File: config.mk
export PLATFORM = sky130hd
export DESIGN_NAME = z80_subset_execute_unit
export DESIGN_NICKNAME = d
export VERILOG_FILES = /design/src/zseu_pkg.sv /design/src/z80_subset_execute_unit.sv
export SDC_FILE = /design/constraint.sdc
export NUM_CORES = 1
export LEC_CHECK = 0
export ABC_AREA = 1
export BUFFER_PORTS_ARGS = -buffer_cell sky130_fd_sc_hd__buf_2
export CAP_MARGIN = 30
export CELL_PAD_IN_SITES_DETAIL_PLACEMENT = 1
export CELL_PAD_IN_SITES_GLOBAL_PLACEMENT = 2
export CORE_AREA = 2 2 232 234
export DETAILED_ROUTE_END_ITERATION = 6
export DIE_AREA = 0 0 234 236
export HOLD_SLACK_MARGIN = 0.06
export PLACE_DENSITY = 0.66
export SETUP_SLACK_MARGIN = 0.2
export SLEW_MARGIN = 20
export SYNTH_ARGS = -nofsm -noshare
export SYNTH_HDL_FRONTEND = slang
export SYNTH_SLANG_ARGS = --single-unit
File: constraint.sdc
create_clock -name clk -period 8.1 [get_ports clk]
set_input_delay 1.62 -clock clk [delete_from_list [all_inputs] [get_ports clk]]
set_output_delay 1.62 -clock clk [all_outputs]
set_load 0.01 [all_outputs]
File: src/zseu_pkg.sv
// ----------------------------------------------------------------------------
// zseu_pkg
// Shared types and constants for the Z80 subset execute unit: item
// layouts, register-file indexes, opcodes and flag bit positions.
// ----------------------------------------------------------------------------
package zseu_pkg;

  // One request: execute the instruction at PC, or an interrupt request.
  typedef struct packed {
    logic       req_type;
    logic [7:0] opcode;
    logic [7:0] imm_lo;
    logic [7:0] imm_hi;
    logic [7:0] rd_lo;
    logic [7:0] rd_hi;
  } in_item_t;

  // One result: architectural view after the step plus the memory write.
  typedef struct packed {
    logic [15:0] pc_next;
    logic [1:0]  wr_size;
    logic [15:0] wr_addr;
    logic [15:0] wr_data;
    logic [15:0] hl_now;
    logic [15:0] sp_now;
    logic [7:0]  acc_out;
    logic [7:0]  flags_out;
    logic [3:0]  tstates;
    logic        is_halted;
    logic        int_enabled;
    logic        unknown_op;
  } out_item_t;

  // Request kinds
  localparam logic REQ_EXEC = 1'b0;
  localparam logic REQ_INT  = 1'b1;

  // Write sizes
  localparam logic [1:0] WR_NONE = 2'd0;
  localparam logic [1:0] WR_BYTE = 2'd1;
  localparam logic [1:0] WR_WORD = 2'd2;

  // Register file indexes
  localparam logic [2:0] IDX_B = 3'd0;
  localparam logic [2:0] IDX_C = 3'd1;
  localparam logic [2:0] IDX_D = 3'd2;
  localparam logic [2:0] IDX_E = 3'd3;
  localparam logic [2:0] IDX_H = 3'd4;
  localparam logic [2:0] IDX_L = 3'd5;
  localparam logic [2:0] IDX_F = 3'd6;
  localparam logic [2:0] IDX_A = 3'd7;
  localparam int unsigned NUM_GPR = 8;

  // Opcodes
  localparam logic [7:0] OP_NOP     = 8'h00;
  localparam logic [7:0] OP_LD_BC   = 8'h01;
  localparam logic [7:0] OP_LD_DE   = 8'h11;
  localparam logic [7:0] OP_LD_HL   = 8'h21;
  localparam logic [7:0] OP_LD_SP   = 8'h31;
  localparam logic [7:0] OP_LD_M_N  = 8'h36;
  localparam logic [7:0] OP_HALT    = 8'h76;
  localparam logic [7:0] OP_ADD_M   = 8'h86;
  localparam logic [7:0] OP_AND_N   = 8'hE6;
  localparam logic [7:0] OP_XOR_N   = 8'hEE;
  localparam logic [7:0] OP_JP      = 8'hC3;
  localparam logic [7:0] OP_RET     = 8'hC9;
  localparam logic [7:0] OP_DI      = 8'hF3;
  localparam logic [7:0] OP_EI      = 8'hFB;

  // Opcode groups (bits 7..6) and operand field codes
  localparam logic [1:0] GRP_MISC   = 2'b00;
  localparam logic [1:0] GRP_LD_RR  = 2'b01;
  localparam logic [2:0] REG_M      = 3'd6;   // (HL) operand
  localparam logic [2:0] REG_LAST_PAIR = 3'd5; // L, last of B..L

  // Constants
  localparam logic [15:0] SP_RESET   = 16'h2000;
  localparam logic [15:0] INT_VECTOR = 16'h0038;
  localparam logic [7:0]  FLAG_MASK  = 8'hD7;

  // T-state counts
  localparam logic [3:0] TS_NONE = 4'd0;
  localparam logic [3:0] TS_4    = 4'd4;
  localparam logic [3:0] TS_7    = 4'd7;
  localparam logic [3:0] TS_10   = 4'd10;
  localparam logic [3:0] TS_INT  = 4'd13;

  // Flag byte S Z - H - PV N C
  function automatic logic [7:0] pack_flags(logic [7:0] res, logic h, logic pv, logic c);
    pack_flags = {res[7], (res == 8'h00), 1'b0, h, 1'b0, pv, 1'b0, c};
  endfunction

endpackage

File: src/z80_subset_execute_unit.sv
// ----------------------------------------------------------------------------
// z80_subset_execute_unit
// Executes one instruction or interrupt request per item for a small
// 8080-class subset and reports the resulting machine state.
// ----------------------------------------------------------------------------
// Usage: each input item is either an instruction step (opcode and operand
// bytes at PC, plus memory data read at HL, or at SP/SP+1 for RET) or a
// mode 1 interrupt request. Exactly one result item comes back per input
// item, in order. Throughput is one item per clock while the output is not
// stalled: the item sits in an input register, is decoded and executed by a
// single level of byte-wide logic against the architectural registers, and
// the result is captured in the output register while the state is updated
// in that same cycle, so the next item sees it immediately. The result
// becomes valid once the item has passed the input register and then the
// output register. A stalled output only stops the flow once both registers
// are full. The caller must present the bytes at the PC/HL/SP values given
// by the previous result. IFF2 is not kept since no result depends on it;
// EI takes effect at once. After reset: PC 0, SP 0x2000, all 8-bit
// registers zero, interrupts disabled, not halted.
module z80_subset_execute_unit (
  input  logic                clk,
  input  logic                rst,
  input  logic                in_valid,
  output logic                in_ready,
  input  zseu_pkg::in_item_t  in_item,
  output logic                out_valid,
  input  logic                out_ready,
  output zseu_pkg::out_item_t out_item
);
  import zseu_pkg::*;

  // Input stage
  logic     s_valid;
  in_item_t s_item;

  // Output stage
  logic      o_valid;
  out_item_t o_item;

  // Architectural state
  logic [7:0]  gpr [NUM_GPR];
  logic [15:0] sp;
  logic [15:0] pc;
  logic        ie;       // IFF1
  logic        halted;

  logic [7:0]  gpr_next [NUM_GPR];
  logic [15:0] sp_next;
  logic [15:0] pc_next;
  logic        ie_next;
  logic        halted_next;
  out_item_t   res;

  logic advance;

  // Stage moves forward whenever the output register is free or draining.
  assign advance   = s_valid && (!o_valid || out_ready);
  assign in_ready  = !s_valid || advance;
  assign out_valid = o_valid;
  assign out_item  = o_item;

  // Execute: decode plus byte ALU against current state
  logic [7:0]  op;
  logic [2:0]  dst;
  logic [2:0]  src;
  logic [7:0]  acc;
  logic [7:0]  rlo;
  logic [7:0]  alu;
  logic [8:0]  sum9;
  logic [4:0]  half;
  logic [15:0] hl;
  logic [1:0]  len;
  logic        jumped;

  always_comb begin
    op   = s_item.opcode;
    dst  = op[5:3];
    src  = op[2:0];
    acc  = gpr[IDX_A];
    rlo  = s_item.rd_lo;
    hl   = {gpr[IDX_H], gpr[IDX_L]};
    sum9 = {1'b0, acc} + {1'b0, rlo};
    half = {1'b0, acc[3:0]} + {1'b0, rlo[3:0]};
    alu  = 8'h00;

    for (int i = 0; i < NUM_GPR; i++) begin
      gpr_next[i] = gpr[i];
    end
    sp_next     = sp;
    pc_next     = pc;
    ie_next     = ie;
    halted_next = halted;
    len         = 2'd1;
    jumped      = 1'b0;
    res         = '0;
    res.wr_size = WR_NONE;
    res.tstates = TS_NONE;

    if (s_item.req_type == REQ_INT) begin
      // Mode 1 interrupt; refused silently while disabled
      if (ie) begin
        ie_next     = 1'b0;
        halted_next = 1'b0;
        sp_next     = sp - 16'd2;
        res.wr_size = WR_WORD;
        res.wr_addr = sp - 16'd2;
        res.wr_data = pc;
        pc_next     = INT_VECTOR;
        res.tstates = TS_INT;
      end
    end else if (halted) begin
      res.tstates = TS_4;
    end else begin
      res.tstates = TS_4;
      if (op[7:6] == GRP_LD_RR) begin
        // 8-bit register/memory moves, and HALT
        priority if (op == OP_HALT) begin
          halted_next = 1'b1;
        end else if (src == REG_M) begin
          gpr_next[dst] = rlo;
          res.tstates   = TS_7;
        end else if (dst == REG_M) begin
          res.wr_size = WR_BYTE;
          res.wr_addr = hl;
          res.wr_data = {8'h00, gpr[src]};
          res.tstates = TS_7;
        end else if (src <= REG_LAST_PAIR) begin
          gpr_next[dst] = gpr[src];
        end else begin
          res.unknown_op = 1'b1;  // source A is not supported
        end
      end else if (op[7:6] == GRP_MISC && src == REG_M && dst != REG_M) begin
        // LD r,n
        gpr_next[dst] = s_item.imm_lo;
        len           = 2'd2;
        res.tstates   = TS_7;
      end else begin
        unique case (op)
          OP_NOP: ;
          OP_LD_BC: begin
            gpr_next[IDX_C] = s_item.imm_lo;
            gpr_next[IDX_B] = s_item.imm_hi;
            len = 2'd3;
            res.tstates = TS_10;
          end
          OP_LD_DE: begin
            gpr_next[IDX_E] = s_item.imm_lo;
            gpr_next[IDX_D] = s_item.imm_hi;
            len = 2'd3;
            res.tstates = TS_10;
          end
          OP_LD_HL: begin
            gpr_next[IDX_L] = s_item.imm_lo;
            gpr_next[IDX_H] = s_item.imm_hi;
            len = 2'd3;
            res.tstates = TS_10;
          end
          OP_LD_SP: begin
            sp_next = {s_item.imm_hi, s_item.imm_lo};
            len = 2'd3;
            res.tstates = TS_10;
          end
          OP_LD_M_N: begin
            res.wr_size = WR_BYTE;
            res.wr_addr = hl;
            res.wr_data = {8'h00, s_item.imm_lo};
            len = 2'd2;
            res.tstates = TS_10;
          end
          OP_ADD_M: begin
            alu = sum9[7:0];
            gpr_next[IDX_A] = alu;
            gpr_next[IDX_F] = pack_flags(alu, half[4],
                                         ~(acc[7] ^ rlo[7]) & (acc[7] ^ sum9[7]),
                                         sum9[8]);
            res.tstates = TS_7;
          end
          OP_AND_N: begin
            alu = acc & s_item.imm_lo;
            gpr_next[IDX_A] = alu;
            gpr_next[IDX_F] = pack_flags(alu, 1'b1, ~^alu, 1'b0);
            len = 2'd2;
            res.tstates = TS_7;
          end
          OP_XOR_N: begin
            alu = acc ^ s_item.imm_lo;
            gpr_next[IDX_A] = alu;
            gpr_next[IDX_F] = pack_flags(alu, 1'b0, ~^alu, 1'b0);
            len = 2'd2;
            res.tstates = TS_7;
          end
          OP_JP: begin
            pc_next = {s_item.imm_hi, s_item.imm_lo};
            jumped  = 1'b1;
            res.tstates = TS_10;
          end
          OP_RET: begin
            pc_next = {s_item.rd_hi, s_item.rd_lo};
            sp_next = sp + 16'd2;
            jumped  = 1'b1;
            res.tstates = TS_10;
          end
          OP_DI: ie_next = 1'b0;
          OP_EI: ie_next = 1'b1;
          default: res.unknown_op = 1'b1;  // skipped as a one-byte no-op
        endcase
      end
      if (!jumped) begin
        pc_next = pc + {14'd0, len};
      end
    end

    res.pc_next     = pc_next;
    res.hl_now      = {gpr_next[IDX_H], gpr_next[IDX_L]};
    res.sp_now      = sp_next;
    res.acc_out     = gpr_next[IDX_A];
    res.flags_out   = gpr_next[IDX_F] & FLAG_MASK;
    res.is_halted   = halted_next;
    res.int_enabled = ie_next;
  end

  always_ff @(posedge clk) begin
    if (rst) begin
      s_valid <= 1'b0;
      o_valid <= 1'b0;
      for (int i = 0; i < NUM_GPR; i++) begin
        gpr[i] <= 8'h00;
      end
      sp     <= SP_RESET;
      pc     <= 16'h0000;
      ie     <= 1'b0;
      halted <= 1'b0;
    end else begin
      if (in_ready) begin
        s_valid <= in_valid;
      end
      if (advance) begin
        o_valid <= 1'b1;
        for (int i = 0; i < NUM_GPR; i++) begin
          gpr[i] <= gpr_next[i];
        end
        sp     <= sp_next;
        pc     <= pc_next;
        ie     <= ie_next;
        halted <= halted_next;
      end else if (out_ready) begin
        o_valid <= 1'b0;
      end
    end
  end

  // Payload registers, no reset
  always_ff @(posedge clk) begin
    if (in_ready && in_valid) begin
      s_item <= in_item;
    end
    if (advance) begin
      o_item <= res;
    end
  end

`ifndef SYNTHESIS
  // Architectural state only moves when an item is retired to the output.
  assert property (@(posedge clk) disable iff (rst)
    !advance |=> $stable(pc) && $stable(sp) && $stable(ie) && $stable(halted))
    else $error("state changed without a retired item");

  // A result with no write carries zero address and data.
  assert property (@(posedge clk) disable iff (rst)
    o_valid && o_item.wr_size == WR_NONE |-> o_item.wr_addr == 16'h0000 &&
      o_item.wr_data == 16'h0000)
    else $error("write fields set without a write");

  // Only a taken interrupt costs 13 states; it vectors and disables.
  assert property (@(posedge clk) disable iff (rst)
    o_valid && o_item.tstates == TS_INT |-> o_item.pc_next == INT_VECTOR &&
      !o_item.int_enabled && !o_item.is_halted && o_item.wr_size == WR_WORD)
    else $error("interrupt result inconsistent");

  // Unsupported opcodes are one-byte no-ops.
  assert property (@(posedge clk) disable iff (rst)
    o_valid && o_item.unknown_op |-> o_item.tstates == TS_4 &&
      o_item.wr_size == WR_NONE)
    else $error("unknown opcode had side effects");

  // A retired item reaches the output register on the next edge.
  assert property (@(posedge clk) disable iff (rst)
    advance |=> o_valid && o_item.sp_now == sp && o_item.pc_next == pc)
    else $error("result does not match committed state");
`endif

endmodule
==> results.md <==
* Status: finished, final reports clean
* CP most frequent cell: inv_1
* Clock Latency Late Sink at between 0.6 and 0.7 ns
* # Post-CTS Setup Buffers at 0
* Synthesized instance count at between 2k and 2.5k
* Buf+Inv Stages, Crit Path at 5
* 1st-pass router iterations at 4
* Die width at between 200 and 250 um
* Post-CTS Hold Buffers at 0
* Total track usage at 0.259
* Clock share of power at 0.415
* IO buf count at 149
* Max Freq at around 240 MHz
* RSZ-0062 raised after global routing: false
* Routed WL per cell at 25.0 um
* Time the worst path needs with I/O delays and setup at 4.19 ns
* Post-synth EDFFs at 208
* Clk slew on worst S/H paths at 0.06 ns
* Ys async rst share at 0
* Clock skew at approximately 0.018 ns
* Max incr delay on CP at 0.68 ns
* HPWL after detailed placement at 52,500 um
* Sw Ratio at 0.298
* WP data required at 8.44 ns
* Ys flop type: edfxtp_1
* Post-Route WL at 72,800 um
* # rows at 85
* Cts bufs inserted at 30
* Core Util, Final at 0.341
* Final Max Tran Viols at 0
* Tcrit/Tclk final at 0.517
* Finished Layout Cells at a little under 3k
* Slew HR at 0.358
* GR Overflow Total at 0
* Leak at approximately 7.6 nW
* Syn_area_per_cell at 7.53 um^2
* PwrDens at 195 mW/mm^2
* Design area at 0.0181 mm^2
* TritonCTS Sinks at 247
* Post-route DRC at 0
* CP Capture Type: register
* Worst-case clock buffer depth at 3
* Crit path arrival time at 4.53 ns
* Peak fanout along the critical path at 35
* Vias/cell at 5.40
* Drt initial violations at roughly 1.1k
* Synth unique cells at 43
* Vias in the first global route at 15.7k
* Top Family by Delay on Critical Path: buffers and inverters
* Hold path depth at 2
* Slew @ Worst Pin at 0.961 ns
* Sw Pwr at roughly 0.0011 W
* CTS root buf: clkbuf_16
* Total number of vias at 15.7k
* Crit start category: register
* Fin. Hold Viols at 0
* Hold Path Class: reg -> reg
* FF-to-FF path depth at 15
* Seq/Total Area, Yosys at 0.447
* Final net count at 2,271
* Combinational share of power at 0.153
* Crit Path Class: reg -> reg
* Synth warnings at 0
* CTS tree: built
* Starting Density at 0.296
* Routability cong. at 0.876
* Reg2reg setup slack at 3.91 ns
* Share of cells above drive strength 1 at 0.124
* Setup TNS at 0 ns
* Cells along the critical path: inv_2 -> nand3_4 -> inv_1 -> nor2_4 -> buf_4 -> nor2_1 -> ha_1 -> inv_1 -> fa_1 -> nor2_1 -> inv_1 -> o21ai_0 -> a21oi_1 -> o21ai_0 -> o21ai_1
* Worst r2r src: op[3]$_DFFE_PP_
* H-tree depth at 1
* Largest net degree at the start of global routing at 68
* Area Overhead vs Synth at 15.2%
* # diodes at 0
* IO Pins at ~150
* Total power at roughly 0.0035 W
* Dpl cells at 2,859
* DIE AREA at 0.0552 mm^2
* Flop pwr share at 0.432
* Hold endpoint: pc[13]$_SDFFE_PP0P_
* Reg2Reg Capture Point: out_item[97]$_DFFE_PP_
* Synthesized area at 0.0157 mm^2
* Core area at between 0.05 and 0.06 mm^2
* #FFs+latches synth at 247
* Post_cts resized at 0
* Int Power at approximately 0.0025 W
* # setup viols final at 0
* Die Span Y at 236 um
* First-pass GRT wire length at around 110,000 um
* Area after DPL at approximately 0.017 mm^2
* ANT nets after route at 0
* Worst VDD drop at ~160 uV
* Initial antenna violation count at 1
* Min-delay src: pc[13]$_SDFFE_PP0P_
* CP max stage cell: edfxtp_1
* Maxcap violations at 0
==> power groups by stage <==
| stage | combinational [W] | clock (W) | sequential [W] |
|---|---|---|---|
| after floorplan | 0.000315 | 0 | 0.00152 |
| after global placement | 0.000526 | 0 | 0.00155 |
| after detailed placement | 0.000535 | 0 | 0.00155 |
| after CTS | 0.000537 | 0.00150 | 0.00152 |
| after global routing | 0.000589 | 0.00155 | 0.00153 |
| final | 0.000541 | 0.00146 | 0.00152 |
==> cell type report <==
cell class                      instances  area (um^2)
Multi-Input combinational cell       1501         7350
Sequential cell                       247         7030
Tap cell                              696          871
Clock inverter                         17          258
Inverter                              250          941
Fill cell                            6507        35000
Timing Repair Buffer                  165          873
Clock buffer                           38          791
==> state kept, by name, indices dropped and copies added (netlist names), named ones only <==
name       cells
out_valid      1
out_item     103
halted         1
rlo            8
op             8
sp            16
gpr           64
pc            16
ie             1
s_item        25
s_valid        1
==> synth_stat cells, types with 16 or more instances <==
cell type  count  area (um^2)
o22ai_1       35          219
ha_1          29          363
nand4_1       33          206
a21oi_1      136          681
dfxtp_1       39          781
a31oi_1       35          219
buf_2         41          205
clkbuf_1      35          131
nor2_1       129          484
inv_1        237          890
o21ai_1       18         90.1
edfxtp_1     208         6250
nand2_1      608         2280
nand3_1      178          891
a211oi_1      16          120
o21ai_0      165          826
==> layout by cell type, fill, tap and decap left out, types with 8 or more instances in the layout <==
| cell | instances |
|---|---|
| nand2_1 | 608 |
| inv_1 | 234 |
| edfxtp_1 | 208 |
| nand3_1 | 178 |
| o21ai_0 | 165 |
| buf_2 | 149 |
| a21oi_1 | 136 |
| nor2_1 | 128 |
| dfxtp_1 | 39 |
| o22ai_1 | 35 |
| a31oi_1 | 35 |
| nand4_1 | 33 |
| clkbuf_16 | 30 |
| ha_1 | 29 |
| o21ai_1 | 18 |
| a211oi_1 | 16 |
| inv_2 | 15 |
| buf_4 | 15 |
| nor3_1 | 14 |
| o211ai_1 | 14 |
| nor2_4 | 13 |
| nor2_2 | 13 |
| nand2_2 | 11 |
| o2111ai_1 | 8 |
==> worst max path at each step <==
stage | from | to | slack (ns) | cells past startpoint
2_1_floorplan | out_ready | gpr[4][0]$_SDFFCE_PN0N_ | 1.99 | 7
6_report | op[3]$_DFFE_PP_ | out_item[97]$_DFFE_PP_ | 3.91 | 15
3_3_place_gp | out_ready | gpr[0][2]$_SDFFCE_PN0P_ | 3.67 | 9
5_1_grt | op[3]$_DFFE_PP_ | pc[8]$_SDFFE_PP0P_ | 3.60 | 17
4_1_cts | op[3]$_DFFE_PP_ | out_item[97]$_DFFE_PP_ | 3.98 | 15
3_5_place_dp | out_ready | gpr[0][4]$_SDFFCE_PN0P_ | 3.53 | 9
==> per-layer routing <==
metal,wire length [um],vias up,GRT usage
met5,0,-,0
met4,2220,0,0.0777
met3,3780,94,0.0311
met2,33800,492,0.423
met1,33000,7852,0.357
li1,-,7305,-
==> worst reg2reg max path: stages, from the launching register on <==
cell and delay [ns]:
edfxtp_1 0.68, inv_2 0.51, nand3_4 0.29, inv_1 0.25, nor2_4 0.07, buf_4 0.29
nor2_1 0.20, ha_1 0.20, inv_1 0.07, fa_1 0.46, nor2_1 0.27, inv_1 0.12
o21ai_0 0.17, a21oi_1 0.08, o21ai_0 0.17, o21ai_1 0.11
==> cell families (layout without fill, tap and decap cells) <==
| family | count (synthesis) | in the layout | share of synthesized area |
|---|---|---|---|
| xor+xnor | 14 | 14 | 0.00780 |
| flops | 247 | 247 | 0.447 |
| buf+inv | 340 | 470 | 0.0861 |
| simple gates | 1010 | 1010 | 0.276 |
| fa+ha+maj | 31 | 31 | 0.0256 |
| compound gates | 444 | 444 | 0.157 |
| other cells | 1 | 2 | 0.000238 |
==> per-stage QoR <==
stage | hold slack, ns | worst slack, ns
after floorplan | 0.445 | 1.99
after global placement | 0.455 | 3.67
after detailed placement | 0.470 | 3.53
after CTS | 0.486 | 3.98
after global routing | 0.518 | 3.60
final | 0.486 | 3.91
Note: power is estimated with default switching activity, not from simulation.
